===== config.mk =====
export PLATFORM = sky130hd
export DESIGN_NAME = grid_line_overlay_top
export DESIGN_NICKNAME = d
export VERILOG_FILES = /design/src/design/glo_pkg.sv /design/src/design/glo_regs.sv /design/src/design/glo_div.sv /design/src/design/glo_dpath.sv /design/src/design/glo_ctrl.sv /design/src/design/grid_line_overlay_top.sv
export SDC_FILE = /design/constraint.sdc
export NUM_CORES = 2
export LEC_CHECK = 0
export BUFFER_PORTS_ARGS = -buffer_cell sky130_fd_sc_hd__buf_2
export CAP_MARGIN = 20
export CORE_MARGIN = 2
export CORE_UTILIZATION = 50
export CTS_CLUSTER_SIZE = 10
export DETAILED_ROUTE_END_ITERATION = 12
export HOLD_SLACK_MARGIN = 0.15
export PLACE_DENSITY = 0.67
export SLEW_MARGIN = 10
export SYNTH_ARGS = -nofsm -noshare
export SYNTH_HDL_FRONTEND = slang
export SYNTH_SLANG_ARGS = --single-unit

===== constraint.sdc =====
create_clock -name clk -period 9.51 [get_ports clk]
set_input_delay 0 -clock clk [delete_from_list [all_inputs] [get_ports clk]]
set_output_delay 0 -clock clk [all_outputs]
set_load 0.005 [all_outputs]

===== src/design/glo_pkg.sv =====
// Shared types and constants of the grid line overlay.
// Holds payload structs, config struct, register map codes and the
// controller/datapath command and status bundles. No dependencies.
package glo_pkg;

  localparam int MAX_DIM   = 4096;
  localparam int SIZE_W    = $clog2(MAX_DIM + 1);
  localparam int POS_W     = $clog2(MAX_DIM);

  localparam int CFG_DIM_W = 13;
  localparam int PARTS_W   = 13;
  localparam int THICK_W   = 8;
  localparam int COLOR_W   = 24;
  localparam int CH_W      = 8;

  localparam int DVD_W     = POS_W + PARTS_W;
  localparam int DVS_W     = (SIZE_W > PARTS_W) ? SIZE_W : PARTS_W;

  localparam int ADDR_W    = 5;
  localparam int DATA_W    = 32;
  localparam int IDX_W     = ADDR_W - 2;

  localparam logic [IDX_W-1:0] REG_FRAME_WIDTH    = IDX_W'(0);
  localparam logic [IDX_W-1:0] REG_FRAME_HEIGHT   = IDX_W'(1);
  localparam logic [IDX_W-1:0] REG_ROW_PARTS      = IDX_W'(2);
  localparam logic [IDX_W-1:0] REG_COLUMN_PARTS   = IDX_W'(3);
  localparam logic [IDX_W-1:0] REG_LINE_THICKNESS = IDX_W'(4);
  localparam logic [IDX_W-1:0] REG_LINE_COLOR     = IDX_W'(5);

  localparam logic [CFG_DIM_W-1:0] RST_FRAME_WIDTH    = CFG_DIM_W'(640);
  localparam logic [CFG_DIM_W-1:0] RST_FRAME_HEIGHT   = CFG_DIM_W'(480);
  localparam logic [PARTS_W-1:0]   RST_ROW_PARTS      = PARTS_W'(1);
  localparam logic [PARTS_W-1:0]   RST_COLUMN_PARTS   = PARTS_W'(1);
  localparam logic [THICK_W-1:0]   RST_LINE_THICKNESS = THICK_W'(1);
  localparam logic [COLOR_W-1:0]   RST_LINE_COLOR     = '0;

  localparam logic AXIS_ROW     = 1'b0;
  localparam logic AXIS_COL     = 1'b1;
  localparam logic DIV_BY_SIZE  = 1'b0;
  localparam logic DIV_BY_PARTS = 1'b1;

  typedef struct packed {
    logic [CH_W-1:0] red_in;
    logic [CH_W-1:0] green_in;
    logic [CH_W-1:0] blue_in;
  } pix_in_t;

  typedef struct packed {
    logic [CH_W-1:0] red_out;
    logic [CH_W-1:0] green_out;
    logic [CH_W-1:0] blue_out;
    logic            end_of_frame;
  } pix_out_t;

  typedef struct packed {
    logic [CFG_DIM_W-1:0] frame_width;
    logic [CFG_DIM_W-1:0] frame_height;
    logic [PARTS_W-1:0]   row_parts;
    logic [PARTS_W-1:0]   column_parts;
    logic [THICK_W-1:0]   line_thickness;
    logic [COLOR_W-1:0]   line_color;
  } cfg_t;

  typedef struct packed {
    logic accept;
    logic axis;
    logic mul1;
    logic mul2;
    logic div_start;
    logic div_sel;
    logic band_wr;
    logic band_val;
    logic out_load;
  } cmd_t;

  typedef struct packed {
    logic col_zero;
    logic trivial;
    logic n_over;
    logic div_done;
    logic hit;
    logic out_free;
  } sts_t;

endpackage


===== src/design/glo_regs.sv =====
// Configuration register file with an APB-style slave port.
// Depends on glo_pkg for the register map, reset values and cfg_t.
module glo_regs import glo_pkg::*; (
  input  logic              clk,
  input  logic              rst,
  input  logic              psel,
  input  logic              penable,
  input  logic              pwrite,
  input  logic [ADDR_W-1:0] paddr,
  input  logic [DATA_W-1:0] pwdata,
  output logic [DATA_W-1:0] prdata,
  output logic              pready,
  output cfg_t              cfg
);

  cfg_t             regs;
  logic [IDX_W-1:0] idx;
  logic             wr;

  assign idx    = paddr[ADDR_W-1:2];
  assign wr     = psel && penable && pwrite;
  assign pready = 1'b1;
  assign cfg    = regs;

  always_ff @(posedge clk) begin
    if (rst) begin
      regs.frame_width    <= RST_FRAME_WIDTH;
      regs.frame_height   <= RST_FRAME_HEIGHT;
      regs.row_parts      <= RST_ROW_PARTS;
      regs.column_parts   <= RST_COLUMN_PARTS;
      regs.line_thickness <= RST_LINE_THICKNESS;
      regs.line_color     <= RST_LINE_COLOR;
    end else if (wr) begin
      unique case (idx)
        REG_FRAME_WIDTH:    regs.frame_width    <= pwdata[CFG_DIM_W-1:0];
        REG_FRAME_HEIGHT:   regs.frame_height   <= pwdata[CFG_DIM_W-1:0];
        REG_ROW_PARTS:      regs.row_parts      <= pwdata[PARTS_W-1:0];
        REG_COLUMN_PARTS:   regs.column_parts   <= pwdata[PARTS_W-1:0];
        REG_LINE_THICKNESS: regs.line_thickness <= pwdata[THICK_W-1:0];
        REG_LINE_COLOR:     regs.line_color     <= pwdata[COLOR_W-1:0];
        default: ;
      endcase
    end
  end

  always_comb begin
    unique case (idx)
      REG_FRAME_WIDTH:    prdata = DATA_W'(regs.frame_width);
      REG_FRAME_HEIGHT:   prdata = DATA_W'(regs.frame_height);
      REG_ROW_PARTS:      prdata = DATA_W'(regs.row_parts);
      REG_COLUMN_PARTS:   prdata = DATA_W'(regs.column_parts);
      REG_LINE_THICKNESS: prdata = DATA_W'(regs.line_thickness);
      REG_LINE_COLOR:     prdata = DATA_W'(regs.line_color);
      default:            prdata = '0;
    endcase
  end

endmodule


===== src/design/glo_div.sv =====
// Bit-serial restoring divider, one quotient bit per cycle.
// Depends on glo_pkg for the dividend and divisor widths.
module glo_div import glo_pkg::*; (
  input  logic             clk,
  input  logic             rst,
  input  logic             start,
  input  logic [DVD_W-1:0] dividend,
  input  logic [DVS_W-1:0] divisor,
  output logic             busy,
  output logic             done,
  output logic [DVD_W-1:0] quotient
);

  localparam int CNT_W = $clog2(DVD_W);

  logic [DVS_W-1:0] rem;
  logic [DVS_W-1:0] dvs;
  logic [DVD_W-1:0] quo;
  logic [CNT_W-1:0] cnt;
  logic [DVS_W:0]   trial;
  logic [DVS_W:0]   diff;
  logic             ge;

  assign trial    = {rem, quo[DVD_W-1]};
  assign ge       = trial >= {1'b0, dvs};
  assign diff     = trial - {1'b0, dvs};
  assign quotient = quo;

  always_ff @(posedge clk) begin
    if (rst) begin
      busy <= 1'b0;
      done <= 1'b0;
      cnt  <= '0;
    end else begin
      done <= 1'b0;
      if (start) begin
        busy <= 1'b1;
        cnt  <= CNT_W'(DVD_W - 1);
      end else if (busy) begin
        cnt <= cnt - 1'b1;
        if (cnt == '0) begin
          busy <= 1'b0;
          done <= 1'b1;
        end
      end
    end
  end

  always_ff @(posedge clk) begin
    if (start) begin
      quo <= dividend;
      rem <= '0;
      dvs <= divisor;
    end else if (busy) begin
      rem <= ge ? diff[DVS_W-1:0] : trial[DVS_W-1:0];
      quo <= {quo[DVD_W-2:0], ge};
    end
  end

endmodule


===== src/design/glo_dpath.sv =====
// Datapath: row/column counters, band test operands, shared divider,
// band flags and the output register. Depends on glo_pkg and glo_div.
module glo_dpath import glo_pkg::*; (
  input  logic     clk,
  input  logic     rst,
  input  cfg_t     cfg,
  input  cmd_t     cmd,
  output sts_t     sts,
  input  pix_in_t  pixel,
  output logic     result_valid,
  input  logic     result_stall,
  output pix_out_t result
);

  function automatic logic [SIZE_W-1:0] eff_dim(input logic [CFG_DIM_W-1:0] v);
    logic [31:0] wide;
    wide = 32'(v);
    if (wide == 32'd0) begin
      eff_dim = SIZE_W'(1);
    end else if (wide > 32'(MAX_DIM)) begin
      eff_dim = SIZE_W'(MAX_DIM);
    end else begin
      eff_dim = SIZE_W'(wide);
    end
  endfunction

  logic [SIZE_W-1:0]  w_eff;
  logic [SIZE_W-1:0]  h_eff;
  logic [POS_W-1:0]   row_pos;
  logic [POS_W-1:0]   col_pos;
  logic [POS_W-1:0]   row_l;
  logic [POS_W-1:0]   col_l;
  pix_in_t            item;
  logic               eof_l;
  logic               row_end;
  logic               frame_end;
  logic               row_on_line;
  logic               col_hit;
  logic [DVD_W-1:0]   prod;

  logic [POS_W-1:0]   p;
  logic [SIZE_W-1:0]  size;
  logic [PARTS_W-1:0] parts;
  logic [THICK_W-1:0] t;
  logic [THICK_W-1:0] lead;
  logic [THICK_W-1:0] after;
  logic [POS_W-1:0]   lo;
  logic [DVD_W-1:0]   nclamp;
  logic [DVD_W-1:0]   dvd;
  logic [DVS_W-1:0]   dvs;
  logic [DVD_W-1:0]   quo;
  logic               div_busy;
  logic               div_done;
  logic               draw;
  logic               out_free;

  assign w_eff = eff_dim(cfg.frame_width);
  assign h_eff = eff_dim(cfg.frame_height);

  assign row_end   = (SIZE_W'(col_pos) + 1'b1) >= w_eff;
  assign frame_end = row_end && ((SIZE_W'(row_pos) + 1'b1) >= h_eff);

  always_ff @(posedge clk) begin
    if (rst) begin
      row_pos <= '0;
      col_pos <= '0;
    end else if (cmd.accept) begin
      if (row_end) begin
        col_pos <= '0;
        row_pos <= frame_end ? '0 : row_pos + 1'b1;
      end else begin
        col_pos <= col_pos + 1'b1;
      end
    end
  end

  always_ff @(posedge clk) begin
    if (cmd.accept) begin
      item  <= pixel;
      row_l <= row_pos;
      col_l <= col_pos;
      eof_l <= frame_end;
    end
  end

  assign p      = (cmd.axis == AXIS_COL) ? col_l : row_l;
  assign size   = (cmd.axis == AXIS_COL) ? w_eff : h_eff;
  assign parts  = (cmd.axis == AXIS_COL) ? cfg.column_parts : cfg.row_parts;
  assign t      = cfg.line_thickness;
  assign lead   = (t - 1'b1) >> 1;
  assign after  = t >> 1;
  assign lo     = (p >= POS_W'(after)) ? p - POS_W'(after) : '0;
  assign nclamp = (quo == '0) ? DVD_W'(1) : quo;

  always_ff @(posedge clk) begin
    if (cmd.mul1) begin
      prod <= DVD_W'(lo) * DVD_W'(parts);
    end else if (cmd.mul2) begin
      prod <= DVD_W'(nclamp[PARTS_W-1:0]) * DVD_W'(size);
    end
  end

  assign dvd = (cmd.div_sel == DIV_BY_SIZE) ? prod + DVD_W'(size) - 1'b1 : prod;
  assign dvs = (cmd.div_sel == DIV_BY_SIZE) ? DVS_W'(size) : DVS_W'(parts);

  glo_div u_div (
    .clk      (clk),
    .rst      (rst),
    .start    (cmd.div_start),
    .dividend (dvd),
    .divisor  (dvs),
    .busy     (div_busy),
    .done     (div_done),
    .quotient (quo)
  );

  always_ff @(posedge clk) begin
    if (rst) begin
      row_on_line <= 1'b0;
    end else if (cmd.band_wr && cmd.axis == AXIS_ROW) begin
      row_on_line <= cmd.band_val;
    end
  end

  always_ff @(posedge clk) begin
    if (cmd.band_wr && cmd.axis == AXIS_COL) begin
      col_hit <= cmd.band_val;
    end
  end

  assign draw     = row_on_line || col_hit;
  assign out_free = !result_valid || !result_stall;

  always_ff @(posedge clk) begin
    if (rst) begin
      result_valid <= 1'b0;
    end else if (cmd.out_load) begin
      result_valid <= 1'b1;
    end else if (!result_stall) begin
      result_valid <= 1'b0;
    end
  end

  always_ff @(posedge clk) begin
    if (cmd.out_load) begin
      result.red_out      <= draw ? cfg.line_color[23:16] : item.red_in;
      result.green_out    <= draw ? cfg.line_color[15:8]  : item.green_in;
      result.blue_out     <= draw ? cfg.line_color[7:0]   : item.blue_in;
      result.end_of_frame <= eof_l;
    end
  end

  assign sts.col_zero = (col_pos == '0);
  assign sts.trivial  = (t == '0) || (parts < PARTS_W'(2));
  assign sts.n_over   = nclamp > (DVD_W'(parts) - 1'b1);
  assign sts.div_done = div_done;
  assign sts.hit      = quo <= (DVD_W'(p) + DVD_W'(lead));
  assign sts.out_free = out_free;

  a_div_idle: assert property (@(posedge clk) disable iff (rst)
    cmd.div_start |-> !div_busy)
    else $error("divider started while busy");

  a_out_room: assert property (@(posedge clk) disable iff (rst)
    cmd.out_load |-> out_free)
    else $error("output register overwritten");

  a_row_at_start: assert property (@(posedge clk) disable iff (rst)
    (cmd.band_wr && cmd.axis == AXIS_ROW) |-> col_l == '0)
    else $error("row band updated away from row start");

  a_n_range: assert property (@(posedge clk) disable iff (rst)
    cmd.mul2 |-> !sts.n_over)
    else $error("band index out of range reached centre step");

endmodule


===== src/design/glo_ctrl.sv =====
// Controller state machine: sequences the band tests of one pixel
// through the datapath. Depends on glo_pkg for cmd_t and sts_t.
module glo_ctrl import glo_pkg::*; (
  input  logic clk,
  input  logic rst,
  input  logic pixel_valid,
  output logic pixel_stall,
  input  sts_t sts,
  output cmd_t cmd
);

  localparam logic [3:0] ST_IDLE   = 4'd0;
  localparam logic [3:0] ST_MUL1   = 4'd1;
  localparam logic [3:0] ST_DIV1GO = 4'd2;
  localparam logic [3:0] ST_DIV1   = 4'd3;
  localparam logic [3:0] ST_MUL2   = 4'd4;
  localparam logic [3:0] ST_DIV2GO = 4'd5;
  localparam logic [3:0] ST_DIV2   = 4'd6;
  localparam logic [3:0] ST_CMP    = 4'd7;
  localparam logic [3:0] ST_OUT    = 4'd8;

  logic [3:0] state;
  logic [3:0] state_next;
  logic       axis;
  logic       axis_next;
  logic [3:0] done_state;
  logic       done_axis;

  always_ff @(posedge clk) begin
    if (rst) begin
      state <= ST_IDLE;
      axis  <= AXIS_ROW;
    end else begin
      state <= state_next;
      axis  <= axis_next;
    end
  end

  assign pixel_stall = (state != ST_IDLE);

  // after a band test: row test goes on to the column test, column test to the output
  assign done_state = (axis == AXIS_ROW) ? ST_MUL1 : ST_OUT;
  assign done_axis  = AXIS_COL;

  always_comb begin
    state_next    = state;
    axis_next     = axis;
    cmd           = '0;
    cmd.axis      = axis;
    unique case (state)
      ST_IDLE: begin
        if (pixel_valid) begin
          cmd.accept = 1'b1;
          axis_next  = sts.col_zero ? AXIS_ROW : AXIS_COL;
          state_next = ST_MUL1;
        end
      end
      ST_MUL1: begin
        if (sts.trivial) begin
          cmd.band_wr  = 1'b1;
          cmd.band_val = 1'b0;
          axis_next    = done_axis;
          state_next   = done_state;
        end else begin
          cmd.mul1   = 1'b1;
          state_next = ST_DIV1GO;
        end
      end
      ST_DIV1GO: begin
        cmd.div_start = 1'b1;
        cmd.div_sel   = DIV_BY_SIZE;
        state_next    = ST_DIV1;
      end
      ST_DIV1: begin
        if (sts.div_done) begin
          state_next = ST_MUL2;
        end
      end
      ST_MUL2: begin
        if (sts.n_over) begin
          cmd.band_wr  = 1'b1;
          cmd.band_val = 1'b0;
          axis_next    = done_axis;
          state_next   = done_state;
        end else begin
          cmd.mul2   = 1'b1;
          state_next = ST_DIV2GO;
        end
      end
      ST_DIV2GO: begin
        cmd.div_start = 1'b1;
        cmd.div_sel   = DIV_BY_PARTS;
        state_next    = ST_DIV2;
      end
      ST_DIV2: begin
        if (sts.div_done) begin
          state_next = ST_CMP;
        end
      end
      ST_CMP: begin
        cmd.band_wr  = 1'b1;
        cmd.band_val = sts.hit;
        axis_next    = done_axis;
        state_next   = done_state;
      end
      ST_OUT: begin
        if (sts.out_free) begin
          cmd.out_load = 1'b1;
          state_next   = ST_IDLE;
        end
      end
      default: begin
        state_next = ST_IDLE;
      end
    endcase
  end

endmodule


===== src/design/grid_line_overlay_top.sv =====
// Grid line overlay on a 24-bit RGB pixel stream.
// Pixels enter on the pixel channel (valid/stall) in raster order; each
// yields one transfer on the result channel, either the pixel unchanged
// or the line color, with end_of_frame set on the last pixel of a frame.
// Row and column are counted internally from frame_width/frame_height.
// Registers must be written through the APB-style port only between
// pixels; the block itself does not enforce this. One pixel is in work
// at a time. A band test runs two divisions on a shared bit-serial
// divider and is skipped when no lines are drawn; the row test runs
// only on the first pixel of a row.
// The result sits in an output register: the next pixel is taken while
// it waits, and a stalled result holds until transferred, blocking only
// the pixel after that.
// Reset restores the register defaults, clears the counters and row band
// flag, and empties the output register.
// Depends on glo_pkg, glo_regs, glo_ctrl, glo_dpath.
module grid_line_overlay_top import glo_pkg::*; (
  input  logic              clk,
  input  logic              rst,
  input  logic              pixel_valid,
  output logic              pixel_stall,
  input  pix_in_t           pixel,
  output logic              result_valid,
  input  logic              result_stall,
  output pix_out_t          result,
  input  logic              psel,
  input  logic              penable,
  input  logic              pwrite,
  input  logic [ADDR_W-1:0] paddr,
  input  logic [DATA_W-1:0] pwdata,
  output logic [DATA_W-1:0] prdata,
  output logic              pready
);

  cfg_t cfg;
  cmd_t cmd;
  sts_t sts;

  glo_regs u_regs (
    .clk     (clk),
    .rst     (rst),
    .psel    (psel),
    .penable (penable),
    .pwrite  (pwrite),
    .paddr   (paddr),
    .pwdata  (pwdata),
    .prdata  (prdata),
    .pready  (pready),
    .cfg     (cfg)
  );

  glo_ctrl u_ctrl (
    .clk         (clk),
    .rst         (rst),
    .pixel_valid (pixel_valid),
    .pixel_stall (pixel_stall),
    .sts         (sts),
    .cmd         (cmd)
  );

  glo_dpath u_dpath (
    .clk          (clk),
    .rst          (rst),
    .cfg          (cfg),
    .cmd          (cmd),
    .sts          (sts),
    .pixel        (pixel),
    .result_valid (result_valid),
    .result_stall (result_stall),
    .result       (result)
  );

endmodule


==> flow_summary.yaml <==
status:
  status: "finished clean"
placed_design:
  globalplace.congestion: 0.962
  dpl_cell_area_um2: 29100
  portBuffers: 108
  post-place-ws_ps: 835
  dpl.hpwl_mm: 62.5
clock_network:
  cts_setup_buffers: 0
  h-tree-depth: 2
  clk_pin_slew_worst_paths_ps: 60
  clockRootBuffer: "clkbuf_16"
  clk_path_buf_depth: 3
  cts_buffers: 34
  cts.sink_count: 273
  cts_tree: "done"
  worstSkewPairLatency_ps: 540
synth:
  ys.flop_type: "edfxtp_1"
  synth.area.top_cells: "fa_1 17%, edfxtp_1 15%, ha_1 12%"
  syn_area_um2: 27900
  synth-edff-count: 138
  avgSynthCellArea_um2: 8.82
  synth_commonest_cells: "433 x inv_1, 428 x nand2_1, 265 x ha_1"
  synthArstFlopShare: 0
  postSynthCellCount: 3165
  ys_ff_latch: 273
  synth.distinct_cells: 90
  synth_top_cell_area_share: 0.168
  yosysMostFrequentCell: "inv_1"
  synth_area_leader_cell: "fa_1"
  yosysWarnings: 0
  ys_seq_area_frac: 0.245
die:
  die_h_um: 240
  dieWidth_um: 240
  initial_core_util: 0.507
  die_area_um2: 57700
  io_pins: 128
  fp-row-count: 86
  coreArea_um2: 55100
timing:
  holdWs_ps: 178
  hold_violations: 0
  clock_skew_ps: 28.0
  fmax_mhz: 115
  slew_headroom: 0.233
  fin_crit_ps: 8730
  slew_violations: 0
  setup_violations: 0
  fin_ws_ps: 777
  period_share: 0.918
  rsz0062_at_grt: "no"
  worst_pin_slew_ps: 1120
  fin_setup_tns_ps: 0
cells_and_area:
  fillerInstances: 4956
  regArea_um2: 6850
  syn2layout_area_growth_pct: 10.1
  fin_nets: 3827
  post-route-util: 0.558
  multi_input_area_um2: 18700
  drive_gt1_frac: 0.0932
  postLayoutCellArea_um2: 30700
routing:
  drc: 0
  post_drt_wl_per_cell_um: 20.6
  dr.pass1.iters: 5
  viasPerCell: 5.84
  wl_mm: 83.2
  drtAntennaViolNets: 0
  drtIter0Drc: 2172
  vias: 23572
global_routing:
  grt_max_degree: 86
  grt_pass1_vias: 23423
  grt-ovfl-total: 0
  grt_pass1_wl_mm: 130
  grt_antenna_before_repair: 2
  grt.total_usage: 0.291
critical_path:
  cp-start-kind: "flip-flop"
  worst_ep_required_time_ps: 9890
  crit_path_frequent_cell: "fa_1"
  cp_max_fo: 11
  cp-end-kind: "flip-flop"
  cp_slowest_cell: "nor4_1"
  crit_family: "adder cells"
  slowest_delay_ps: 980
  critical_path_class: "flip-flop to flip-flop"
  path_buf_inv: 4
  arrival_ps: 9110
job:
  max-cap-violations: 0
pwr:
  powerDensity_nw_per_um2: 232
  leakage_nw: 13.9
  vdd_drop_max_v: 0.000208
min_path:
  hold_path.class: "input port to flip-flop"
## flip-flops by register name, summed over array words and instances (netlist names), 4 cells and up
| name | cells |
|---|---|
| u_dpath.col_l | 12 |
| u_dpath.prod | 25 |
| u_ctrl.state | 4 |
| u_dpath.u_div.quotient | 25 |
| u_dpath.result | 25 |
| u_regs.cfg | 84 |
| u_dpath.u_div.rem | 13 |
| u_dpath.col_pos | 12 |
| u_dpath.u_div.cnt | 5 |
| u_dpath.row_pos | 12 |
| u_dpath.u_div.dvs | 13 |
| u_dpath.item | 24 |
| u_dpath.row_l | 12 |
## per-stage QoR
| step | power, mW | cells |
|---|---|---|
| finish | 7.13 | 4035 |
| global route | 7.72 | 4032 |
| CTS | 7.11 | 4026 |
| detailed placement | 5.87 | 3909 |
| global placement | 5.75 | 3908 |
| floorplan | 4.78 | 3172 |
## cells by family (layout without fill, tap and decap cells)
group / Yosys count / in the layout / synth area share
buf+inv: 603 / 714 / 0.0854
mux: 153 / 153 / 0.0605
xor+xnor: 116 / 116 / 0.0364
simple gates: 963 / 963 / 0.162
compound gates: 556 / 556 / 0.124
flops: 273 / 273 / 0.245
other cells: 2 / 13 / 0.000269
fa+ha+maj: 499 / 499 / 0.287
## metal layers
layer  part of all wire  wire length, um  vias up  GRT usage
met1               0.42            34700    11563      0.398
met2               0.45            37700      996      0.456
met4              0.036             3010        2      0.105
met3              0.094             7780      199     0.0614
li1                   -                -    10812          -
met5            0.00013               11        -          0
## placed cells by master (no fill, tap or decap), types with 68 or more instances in the layout
| master | Yosys | layout |
|---|---|---|
| inv_1 | 433 | 432 |
| nand2_1 | 428 | 428 |
| ha_1 | 265 | 265 |
| fa_1 | 234 | 234 |
| a21oi_1 | 216 | 215 |
| nor2_1 | 162 | 159 |
| edfxtp_1 | 138 | 138 |
| dfxtp_1 | 135 | 134 |
| buf_2 | 18 | 107 |
| o21ai_0 | 105 | 105 |
| mux2i_1 | 85 | 82 |
| xnor2_1 | 68 | 68 |
## timing repair
action                                 in CTS  in global routing
hold buffers                               58                  0
gates resized for setup                     0                  0
endpoints found under the hold margin     138                  0
## where the power goes
part | internal [mW] | switching, mW | total (mW)
Combinational | 1.73 | 2.61 | 4.34
Clock | 0.688 | 0.516 | 1.20
Sequential | 1.47 | 0.122 | 1.59
## cell type report
cell class,count,area share
Antenna cell,4,0.000326
Tap cell,748,0.0304
Clock inverter,6,0.00252
Sequential cell,273,0.223
Inverter,437,0.0534
Clock buffer,53,0.0307
Multi-Input combinational cell,2296,0.610
Timing Repair Buffer,218,0.0503
## worst paths after layout
path	slack (ps)	startpoint	cells past startpoint	endpoint
setup / recovery	780	u_ctrl.axis	27	u_dpath.prod[24]
hold / removal	180	pixel[9]	2	u_dpath.item[9]
hold reg to reg	420	u_dpath.eof_l	0	u_dpath.result[0]
setup reg to reg	780	u_ctrl.axis	27	u_dpath.prod[24]
## worst reg2reg max path, delay by kind of cell, from the launching register on
family                     cells  cell delay [ps]
adders and majority gates      7             3100
AOI/OAI and AO/OA             12             2550
and+or+nand+nor                3             1650
muxes                          1              540
DFF                            1              460
buffers and inverters          4              290
No activity file was read; power rests on OpenSTA's default activity.
